**src/rtl/core/crs_pkg.sv**
```systemverilog
// Shared types and codes for the clipping rectangle stack.
package crs_pkg;

    // Rectangle edges, left edge in the lowest bits
    typedef struct packed {
        logic signed [15:0] bottom;
        logic signed [15:0] right;
        logic signed [15:0] top;
        logic signed [15:0] left;
    } rect_t;

    // Shift controls broadcast to every cell of the chain
    typedef struct packed {
        logic push;
        logic pop;
    } shift_ctl_t;

    // One result transaction
    typedef struct packed {
        logic [1:0] status;
        rect_t      rect;
    } result_t;

    // Operation codes
    localparam logic OP_PUSH = 1'b0;
    localparam logic OP_POP  = 1'b1;

    // Status codes
    localparam logic [1:0] ST_OK    = 2'd0;
    localparam logic [1:0] ST_FULL  = 2'd1;
    localparam logic [1:0] ST_EMPTY = 2'd2;

    // Register indexes (paddr[2])
    localparam logic REG_VP_WIDTH  = 1'b0;
    localparam logic REG_VP_HEIGHT = 1'b1;

    // Viewport reset values
    localparam logic [14:0] VP_WIDTH_RST  = 15'd640;
    localparam logic [14:0] VP_HEIGHT_RST = 15'd480;

endpackage

```
**src/rtl/core/crs_cell.sv**
```systemverilog
// One stack cell: holds a rectangle and shifts with its neighbors.
module crs_cell (
    input  logic                clk,
    input  crs_pkg::shift_ctl_t ctl,
    input  crs_pkg::rect_t      up_in,
    input  crs_pkg::rect_t      down_in,
    output crs_pkg::rect_t      q
);
    import crs_pkg::*;

    rect_t entry_reg;
    rect_t entry_next;

    // Take the entry above on push, the entry below on pop, else hold
    always_comb
    begin
        entry_next = entry_reg;
        if (ctl.push)
        begin
            entry_next = up_in;
        end
        else if (ctl.pop)
        begin
            entry_next = down_in;
        end
    end

    always_ff @(posedge clk)
    begin
        entry_reg <= entry_next;
    end

    assign q = entry_reg;

endmodule

```
**src/rtl/core/crs_skid.sv**
```systemverilog
// Output register with a skid stage for the result stream.
module crs_skid (
    input  logic             clk,
    input  logic             rst_n,
    input  logic             in_valid,
    output logic             in_ready,
    input  crs_pkg::result_t in_item,
    output logic             out_valid,
    input  logic             out_ready,
    output crs_pkg::result_t out_item
);
    import crs_pkg::*;

    logic    out_valid_reg;
    logic    out_valid_next;
    logic    skid_valid_reg;
    logic    skid_valid_next;
    result_t out_item_reg;
    result_t out_item_next;
    result_t skid_item_reg;
    result_t skid_item_next;
    logic    in_fire;
    logic    out_free;

    assign in_ready = !skid_valid_reg;
    assign in_fire  = in_valid && in_ready;
    assign out_free = !out_valid_reg || out_ready;

    // Refill the output from the skid stage first, then from the input
    always_comb
    begin
        out_valid_next  = out_valid_reg;
        skid_valid_next = skid_valid_reg;
        out_item_next   = out_item_reg;
        skid_item_next  = skid_item_reg;
        if (out_free)
        begin
            if (skid_valid_reg)
            begin
                out_item_next   = skid_item_reg;
                out_valid_next  = 1'b1;
                skid_valid_next = 1'b0;
            end
            else if (in_fire)
            begin
                out_item_next  = in_item;
                out_valid_next = 1'b1;
            end
            else
            begin
                out_valid_next = 1'b0;
            end
        end
        else if (in_fire)
        begin
            skid_item_next  = in_item;
            skid_valid_next = 1'b1;
        end
    end

    always_ff @(posedge clk or negedge rst_n)
    begin
        if (!rst_n)
        begin
            out_valid_reg  <= 1'b0;
            skid_valid_reg <= 1'b0;
        end
        else
        begin
            out_valid_reg  <= out_valid_next;
            skid_valid_reg <= skid_valid_next;
        end
    end

    always_ff @(posedge clk)
    begin
        out_item_reg  <= out_item_next;
        skid_item_reg <= skid_item_next;
    end

    assign out_valid = out_valid_reg;
    assign out_item  = out_item_reg;

endmodule

```
**src/rtl/core/clip_rect_stack_unit.sv**
```systemverilog
// Top level of the clipping rectangle stack.
//
//  port group   dir  fields (low bit up)
//  s_*          in   tdata: rect_left, rect_top, rect_right, rect_bottom; tuser: opcode
//  m_*          out  tdata: scissor_left/top/right/bottom; tuser: status
//  p*           in   APB: 0x0 viewport_width, 0x4 viewport_height
//
// One push or pop transaction is taken per cycle while s_tready is high; its result
// is registered in the output buffer before it appears on m_*. The stack is a chain of
// cells with the top in cell 0, so a push or pop is one shift of the chain.
// A two-entry output buffer keeps s_tready high for one stalled result;
// s_tready drops only while both entries hold results.
// Reset clears the entry count, the output buffer and the viewport to
// 640 x 480; cell contents are not reset and are written before use.
module clip_rect_stack_unit #(
    parameter int STACK_DEPTH = 16
) (
    input  logic        clk,
    input  logic        rst_n,
    // Input stream
    input  logic        s_tvalid,
    output logic        s_tready,
    input  logic [63:0] s_tdata,   // rect_left, rect_top, rect_right, rect_bottom
    input  logic [0:0]  s_tuser,   // opcode
    // Result stream
    output logic        m_tvalid,
    input  logic        m_tready,
    output logic [63:0] m_tdata,   // scissor_left, scissor_top, scissor_right, scissor_bottom
    output logic [1:0]  m_tuser,   // status
    // Configuration
    input  logic        psel,
    input  logic        penable,
    input  logic        pwrite,
    input  logic [2:0]  paddr,
    input  logic [31:0] pwdata,
    output logic [31:0] prdata,
    output logic        pready
);
    import crs_pkg::*;

    localparam int CNT_W = $clog2(STACK_DEPTH + 1);

    logic [CNT_W-1:0] count_reg;
    logic [CNT_W-1:0] count_next;
    logic [14:0]      vp_width_reg;
    logic [14:0]      vp_height_reg;

    rect_t      cell_q    [STACK_DEPTH];
    rect_t      down_rect [STACK_DEPTH];
    rect_t      new_rect;
    rect_t      top_rect;
    rect_t      clamped;
    rect_t      push_rect;
    rect_t      viewport;
    shift_ctl_t ctl;
    result_t    result;
    logic       accept;
    logic       is_push;
    logic       full;
    logic       empty;
    logic       cfg_write;
    logic       result_ready;

    assign new_rect = s_tdata;
    assign is_push  = (s_tuser[0] == OP_PUSH);
    assign accept   = s_tvalid && s_tready;
    assign full     = (count_reg == CNT_W'(STACK_DEPTH));
    assign empty    = (count_reg == '0);
    assign top_rect = cell_q[0];

    assign viewport.left   = 16'sd0;
    assign viewport.top    = 16'sd0;
    assign viewport.right  = {1'b0, vp_width_reg};
    assign viewport.bottom = {1'b0, vp_height_reg};

    // Clamp the current top into the new rectangle
    always_comb
    begin
        clamped.left   = (top_rect.left > new_rect.left) ? top_rect.left : new_rect.left;
        clamped.left   = (clamped.left < new_rect.right) ? clamped.left : new_rect.right;
        clamped.top    = (top_rect.top > new_rect.top) ? top_rect.top : new_rect.top;
        clamped.top    = (clamped.top < new_rect.bottom) ? clamped.top : new_rect.bottom;
        clamped.right  = (top_rect.right < new_rect.right) ? top_rect.right : new_rect.right;
        clamped.right  = (clamped.right > new_rect.left) ? clamped.right : new_rect.left;
        clamped.bottom = (top_rect.bottom < new_rect.bottom) ? top_rect.bottom
                                                             : new_rect.bottom;
        clamped.bottom = (clamped.bottom > new_rect.top) ? clamped.bottom : new_rect.top;
    end

    assign push_rect = empty ? new_rect : clamped;

    // Shift the chain only on a push that fits or a pop that has an entry
    assign ctl.push = accept && is_push && !full;
    assign ctl.pop  = accept && !is_push && !empty;

    // Build the chain of cells, top of stack in cell 0
    genvar gi;
    generate
        for (gi = 0; gi < STACK_DEPTH; gi++)
        begin : g_cell
            if (gi + 1 < STACK_DEPTH)
            begin : g_mid
                assign down_rect[gi] = cell_q[gi+1];
            end
            else
            begin : g_last
                assign down_rect[gi] = cell_q[gi];
            end

            if (gi == 0)
            begin : g_head
                crs_cell u_cell (
                    .clk     (clk),
                    .ctl     (ctl),
                    .up_in   (push_rect),
                    .down_in (down_rect[gi]),
                    .q       (cell_q[gi])
                );
            end
            else
            begin : g_body
                crs_cell u_cell (
                    .clk     (clk),
                    .ctl     (ctl),
                    .up_in   (cell_q[gi-1]),
                    .down_in (down_rect[gi]),
                    .q       (cell_q[gi])
                );
            end
        end
    endgenerate

    // Select the scissor in force after the operation
    always_comb
    begin
        result.status = ST_OK;
        result.rect   = viewport;
        count_next    = count_reg;
        if (is_push)
        begin
            if (full)
            begin
                result.status = ST_FULL;
                result.rect   = top_rect;
            end
            else
            begin
                result.rect = push_rect;
                count_next  = count_reg + CNT_W'(1);
            end
        end
        else
        begin
            if (empty)
            begin
                result.status = ST_EMPTY;
            end
            else
            begin
                count_next = count_reg - CNT_W'(1);
                if (count_reg != CNT_W'(1))
                begin
                    result.rect = down_rect[0];
                end
            end
        end
    end

    // Advance the entry count on each accepted transaction
    always_ff @(posedge clk or negedge rst_n)
    begin
        if (!rst_n)
        begin
            count_reg <= '0;
        end
        else if (accept)
        begin
            count_reg <= count_next;
        end
    end

    crs_skid u_skid (
        .clk       (clk),
        .rst_n     (rst_n),
        .in_valid  (s_tvalid),
        .in_ready  (result_ready),
        .in_item   (result),
        .out_valid (m_tvalid),
        .out_ready (m_tready),
        .out_item  ({m_tuser, m_tdata})
    );

    assign s_tready = result_ready;

    // Configuration registers
    assign cfg_write = psel && penable && pwrite && pready;
    assign pready    = 1'b1;

    always_ff @(posedge clk or negedge rst_n)
    begin
        if (!rst_n)
        begin
            vp_width_reg  <= VP_WIDTH_RST;
            vp_height_reg <= VP_HEIGHT_RST;
        end
        else if (cfg_write)
        begin
            unique case (paddr[2])
                REG_VP_WIDTH:  vp_width_reg  <= pwdata[14:0];
                REG_VP_HEIGHT: vp_height_reg <= pwdata[14:0];
                default:       vp_width_reg  <= vp_width_reg;
            endcase
        end
    end

    // Read back the addressed register
    always_comb
    begin
        unique case (paddr[2])
            REG_VP_WIDTH:  prdata = {17'd0, vp_width_reg};
            REG_VP_HEIGHT: prdata = {17'd0, vp_height_reg};
            default:       prdata = '0;
        endcase
    end

    // The entry count never passes the stack depth
    a_count_bound: assert property (@(posedge clk) disable iff (!rst_n)
        count_reg <= CNT_W'(STACK_DEPTH))
        else $error("entry count above stack depth");

    // A push onto a full stack leaves it full
    a_full_push: assert property (@(posedge clk) disable iff (!rst_n)
        accept && is_push && full |=> count_reg == CNT_W'(STACK_DEPTH))
        else $error("dropped push changed the entry count");

    // A pop of an empty stack leaves it empty
    a_empty_pop: assert property (@(posedge clk) disable iff (!rst_n)
        accept && !is_push && empty |=> count_reg == '0)
        else $error("pop of empty stack changed the entry count");

    // A push onto an empty stack leaves one entry
    a_first_push: assert property (@(posedge clk) disable iff (!rst_n)
        accept && is_push && empty |=> count_reg == CNT_W'(1))
        else $error("first push did not store one entry");

endmodule
```
**config.mk**
```make
export PLATFORM = sky130hd
export DESIGN_NAME = clip_rect_stack_unit
export DESIGN_NICKNAME = d
export VERILOG_FILES = /design/src/rtl/core/crs_pkg.sv /design/src/rtl/core/crs_cell.sv /design/src/rtl/core/crs_skid.sv /design/src/rtl/core/clip_rect_stack_unit.sv
export SDC_FILE = /design/constraint.sdc
export NUM_CORES = 2
export LEC_CHECK = 0
export BUFFER_PORTS_ARGS = -buffer_cell sky130_fd_sc_hd__clkbuf_2
export CORE_MARGIN = 5
export CORE_UTILIZATION = 60
export DETAILED_ROUTE_END_ITERATION = 10
export PLACE_DENSITY = 0.76
export SETUP_SLACK_MARGIN = 0.3
export SLEW_MARGIN = 10
export SYNTH_ARGS = -nofsm -noshare
export SYNTH_HDL_FRONTEND = slang
export SYNTH_SLANG_ARGS = --single-unit
```
**constraint.sdc**
```tcl
create_clock -name clk -period 159.8 [get_ports clk]
set_clock_uncertainty 0.05 [all_clocks]
set_input_delay 15.98 -clock clk [delete_from_list [all_inputs] [get_ports clk]]
set_output_delay 15.98 -clock clk [all_outputs]
set_load 0.02 [all_outputs]
```
---- Word level (Yosys, flattened, before mapping) ----
Index checks and enable logic that the tools add are counted.
word-level totals
  register bits after elaboration ......... 1193
  latch bits .............................. 0
  bits in writable memories ............... 0
  bits in read-only memories .............. 0
  input bits .............................. 107
  output and inout port bits .............. 101
  memories kept ........................... 0
operators by class
  add/sub/neg operators ................... 2
  $mul .................................... 0
  div/mod/pow operators ................... 0
  magnitude comparators ................... 8
  equal/unequal tests ..................... 4
  shift operators ......................... 0
  mux-type cells .......................... 55
  bitwise gates (word level) .............. 3
  reduce and logical (&&, ||, !) cells .... 21
operators with widths
  cell                   number
  $mux W64               34
  $mux W66               3
  $mux W16               8
  $gt A16 B16 Y1         4
  $lt A16 B16 Y1         4
  $pmux W32 S2           1
  $mux W5                3
  $reduce_and A2 Y1      4
  $logic_and A1 B1 Y1    7
  $reduce_bool A2 Y1     3
  $add A5 B1 Y5 const B  1
  $eq A5 B5 Y1 const B   1
  $logic_not A5 Y1       1
  $mux W1                5
  $ne A5 B1 Y1 const B   1
  $sub A5 B1 Y5 const B  1
  $logic_not A1 Y1       4
  $ne A2 B2 Y1 const B   2
  $not A1 Y1             3
  $reduce_and A3 Y1      1
  $mux W2                1
  $logic_or A1 B1 Y1     1

---- Logic depth before layout (Yosys ltp) ----
  depth in word-level cells ............... 9
  gate-level depth with buffers ........... 25
  mapped depth without buffers ............ 21

---- Hierarchy ----
From an unflattened synthesis, not the netlist that was laid out.
unflattened totals
  cell total of the unflattened synthesis .. 3566
  area, all modules ....................... 60226.5 um^2
by module, submodules not included
  module                times used  cells each  area each (um^2)  sequential area each (um^2)
  crs_cell              16          136         2905.3            1921.8
  clip_rect_stack_unit  1           1175        8558.2            883.3
  crs_skid              1           215         5183.7            4013.8

---- Least setup slack after synthesis ----
Ideal clock, no wire load.
  path kind ............................... in2reg
  start point ............................. in s_tvalid
  end point ............................... reg count_reg[3]
  data arrival time ....................... 90.867 ns
  data required time ...................... 159.504 ns
  setup slack ............................. 68.636 ns
  stages .................................. 4
  path buffers ............................ 0
  cell sequence ........................... nand2_1 > nor3_1 > o21ai_0 > xnor2_1
on the way
  longest elaborated chain between the ends .. 2
RTL lines
  item                         RTL line                     text
  start, declared              clip_rect_stack_unit.sv:21   input logic s_tvalid,
  $logic_and A1 B1 Y1          clip_rect_stack_unit.sv:66   assign accept = s_tvalid && s_tready;
  $reduce_and A3 Y1 (no line)  -
  end signal, assigned         clip_rect_stack_unit.sv:178  count_reg <= count_next;
  end, declared                clip_rect_stack_unit.sv:43   logic [CNT_W-1:0] count_reg;
No other way between the ends.
A chain may end at the register's enable or synchronous reset.

---- Worst setup path after layout ----
  start point ............................. in paddr[2]
  end point ............................... out prdata[4]
on the way
  longest elaborated chain between the ends .. 2
RTL lines
  item                  RTL line                     text
  start, declared       clip_rect_stack_unit.sv:34   input logic [2:0] paddr,
  $not A1 Y1 (no line)  -
  $pmux W32 S2 (*)      clip_rect_stack_unit.sv:219  unique case (paddr[2])
  end, declared         clip_rect_stack_unit.sv:36   output logic [31:0] prdata,
Every way passes the cells marked *; elsewhere a longest branch is shown, timed or not. The select of a mux whose other input is x is not followed.

==> metrics <==
status complete, no violations; # rows 112; Critical Path RT 143,770 ps; hold buffers post-CTS 0; Net Switching 0.293 mW; share of layout cells above drive strength 1 0.0850; dpl cell area 58,000 sq um; H-tree depth 3; Final nets 5,902; sw frac 0.313; Num CTS Buffers 117; Initial Util 0.604; Setup Fix Bufs, Post-CTS 0; Reg power frac 0.481; CP Launch Type primary input; die height 316 um; Fillers 7,158; die area 100,000 sq um; commonest non-fill, non-tap cells in the layout 2,840 x nand2_1, 1,156 x edfxtp_1, 189 x o21ai_0; Synth Instances 5,643; pin count of the biggest net entering global routing 253; buffers added on ports 170; clock sinks 1,193; final wirelength 134 mm; Arr. time, crit path 16,930 ps; antenna violations before repair 4; VDD IR max 10.3 uV; chip width 316 um; Top Ports 208; Clk Latency, worst-skew pair 720 ps; WHS 388 ps; clock slew at reported path FFs 60 ps; DR vias/cell 5.70; Largest register FFs 960; post-cts sizing count 0; final hold vios 0; Final ANT Viol Nets 0; gr ovfl total 0; Final Util 0.663; post-synthesis cell type count 67; max cap viols 0; Netlist Area Pre-Place 56,300 sq um; Crit Path Category primary input to output port; share of the yosys chip area belonging to registers 0.633; CTS tree done; Ys Warns 0; RePlAce Congestion 0.933; Clock power frac 0.301; fmax 30.3 MHz; DRC Markers 0; vias in the first global route 36,729; detailed-route via count 40,035; most common cell after layout, fill and taps aside nand2_1; Synth Register Bits 1,193; EDFF count, synth 1,156; Tightest Pin Transition 1200 ps; setup TNS 0 ps; HPWL after detailed placement 85.7 mm; fin crit period 32,970 ps; Initial DRC Count 5,125; Hold Crit Class register to register; Avg Cell Area, Syn 9.98 sq um; max_slew headroom 0.203; RSZ-0062 raised after global routing no; Power Total 0.935 mW; Final Max Slew Viols 0; Leakage 26.3 nW; PwrDens 15.1 nW/um^2; Tot GR Track Use 0.260; Clock Tree Buf Depth 3; root buf cell clkbuf_16; drt pass-1 iters 8; Pint 0.642 mW; per-cell routed wire length 19.1 um; first-pass GRT wire length 207 mm; Tcrit/Tclk final 0.206; core area 93,300 sq um; ys flop type edfxtp_1; Worst Setup End Kind output port; Comb pwr share 0.218; final setup vio count 0; final instance area 61,900 sq um; Area Overhead vs Synth 9.91%; largest fanout on the critical path 17; post-synthesis async set-or-reset flop share 0.0310
per-layer routing:
layer	GRT usage	vias to the layer above	wire, um
met2	0.374	1637	57000
met1	0.412	18873	62200
met3	0.0408	220	10900
met5	0	-	27
li1	-	19301	-
met4	0.0778	4	3860
cells by family after synthesis:
kind of cell             after synthesis  synth area share
AO/OA/AOI/OAI                        690            0.0773
other                                  2          0.000133
buffers and inverters                439            0.0308
XOR/XNOR                               5          0.000777
adder cells (fa/ha/maj)              127            0.0282
flip-flops                          1193             0.633
multiplexers                          95            0.0183
AND/OR/NAND/NOR                     3092             0.212
path summary, 6_finish.rpt:
path	from	end	slack (ps)	cells past startpoint
worst max-delay path	paddr[2]	prdata[4]	126840	3
worst max register to register	count_reg[0]	g_cell[14].g_body.u_cell.q[4]	152920	12
max in group asynchronous	rst_n	u_skid.skid_valid_reg	143700	1
worst min register to register	g_cell[14].g_body.u_cell.q[4]	g_cell[15].g_body.u_cell.q[4]	390	0
min in group asynchronous	rst_n	count_reg[0]	15350	1
worst min-delay path	g_cell[14].g_body.u_cell.q[4]	g_cell[15].g_body.u_cell.q[4]	390	0
worst max-delay path, cell delays in order:
cell and delay, ps:
clkbuf_2 360, mux2_2 420, clkbuf_2 160
synthesized netlist by cell type, drive strengths merged (11+ instances only):
cell	instances	area, sq um
nand4	19	131
o221ai	47	418
o211ai	20	150
mux2	62	698
buf	43	251
nand2	2840	10700
nand3	46	230
a211oi	11	82.6
o22ai	30	188
nor2	95	359
o21bai	16	120
ha	127	1590
inv	108	405
and3	19	119
edfxtp	1156	34700
clkbuf	288	1080
dfrtp	31	776
mux2i	33	330
a21boi	16	120
a31oi	51	319
o31ai	24	194
a41oi	15	150
a22o	16	140
nor3	38	190
o21ai	208	1040
a21oi	154	771
a21o	44	330
final cells by class:
class | instances | area (sq um) | share of cell area
Antenna cell | 2 | 5.00 | 0.0000808
Tap cell | 1254 | 1570 | 0.0253
Clock buffer | 137 | 3020 | 0.0488
Multi-Input combinational cell | 4027 | 19100 | 0.308
Timing Repair Buffer | 221 | 1300 | 0.0209
Inverter | 108 | 413 | 0.00667
Clock inverter | 80 | 897 | 0.0145
Sequential cell | 1193 | 35600 | 0.576
power groups by stage:
| stage | Combinational (mW) | Clock, mW | Sequential (mW) |
|---|---|---|---|
| global placement | 0.196 | 0 | 0.453 |
| detailed placement | 0.200 | 0 | 0.455 |
| CTS | 0.202 | 0.286 | 0.449 |
| floorplan | 0.142 | 0 | 0.519 |
| finish | 0.204 | 0.281 | 0.450 |
| global route | 0.226 | 0.299 | 0.454 |
stage by stage:
step / std cells / worst slack, ps
6_report: 7022 / 126840
5_1_grt: 7022 / 126790
3_5_place_dp: 6803 / 126820
3_3_place_gp: 6803 / 126840
4_1_cts: 7020 / 126820
2_1_floorplan: 5659 / 68640
(Power assumes the default switching activity.)
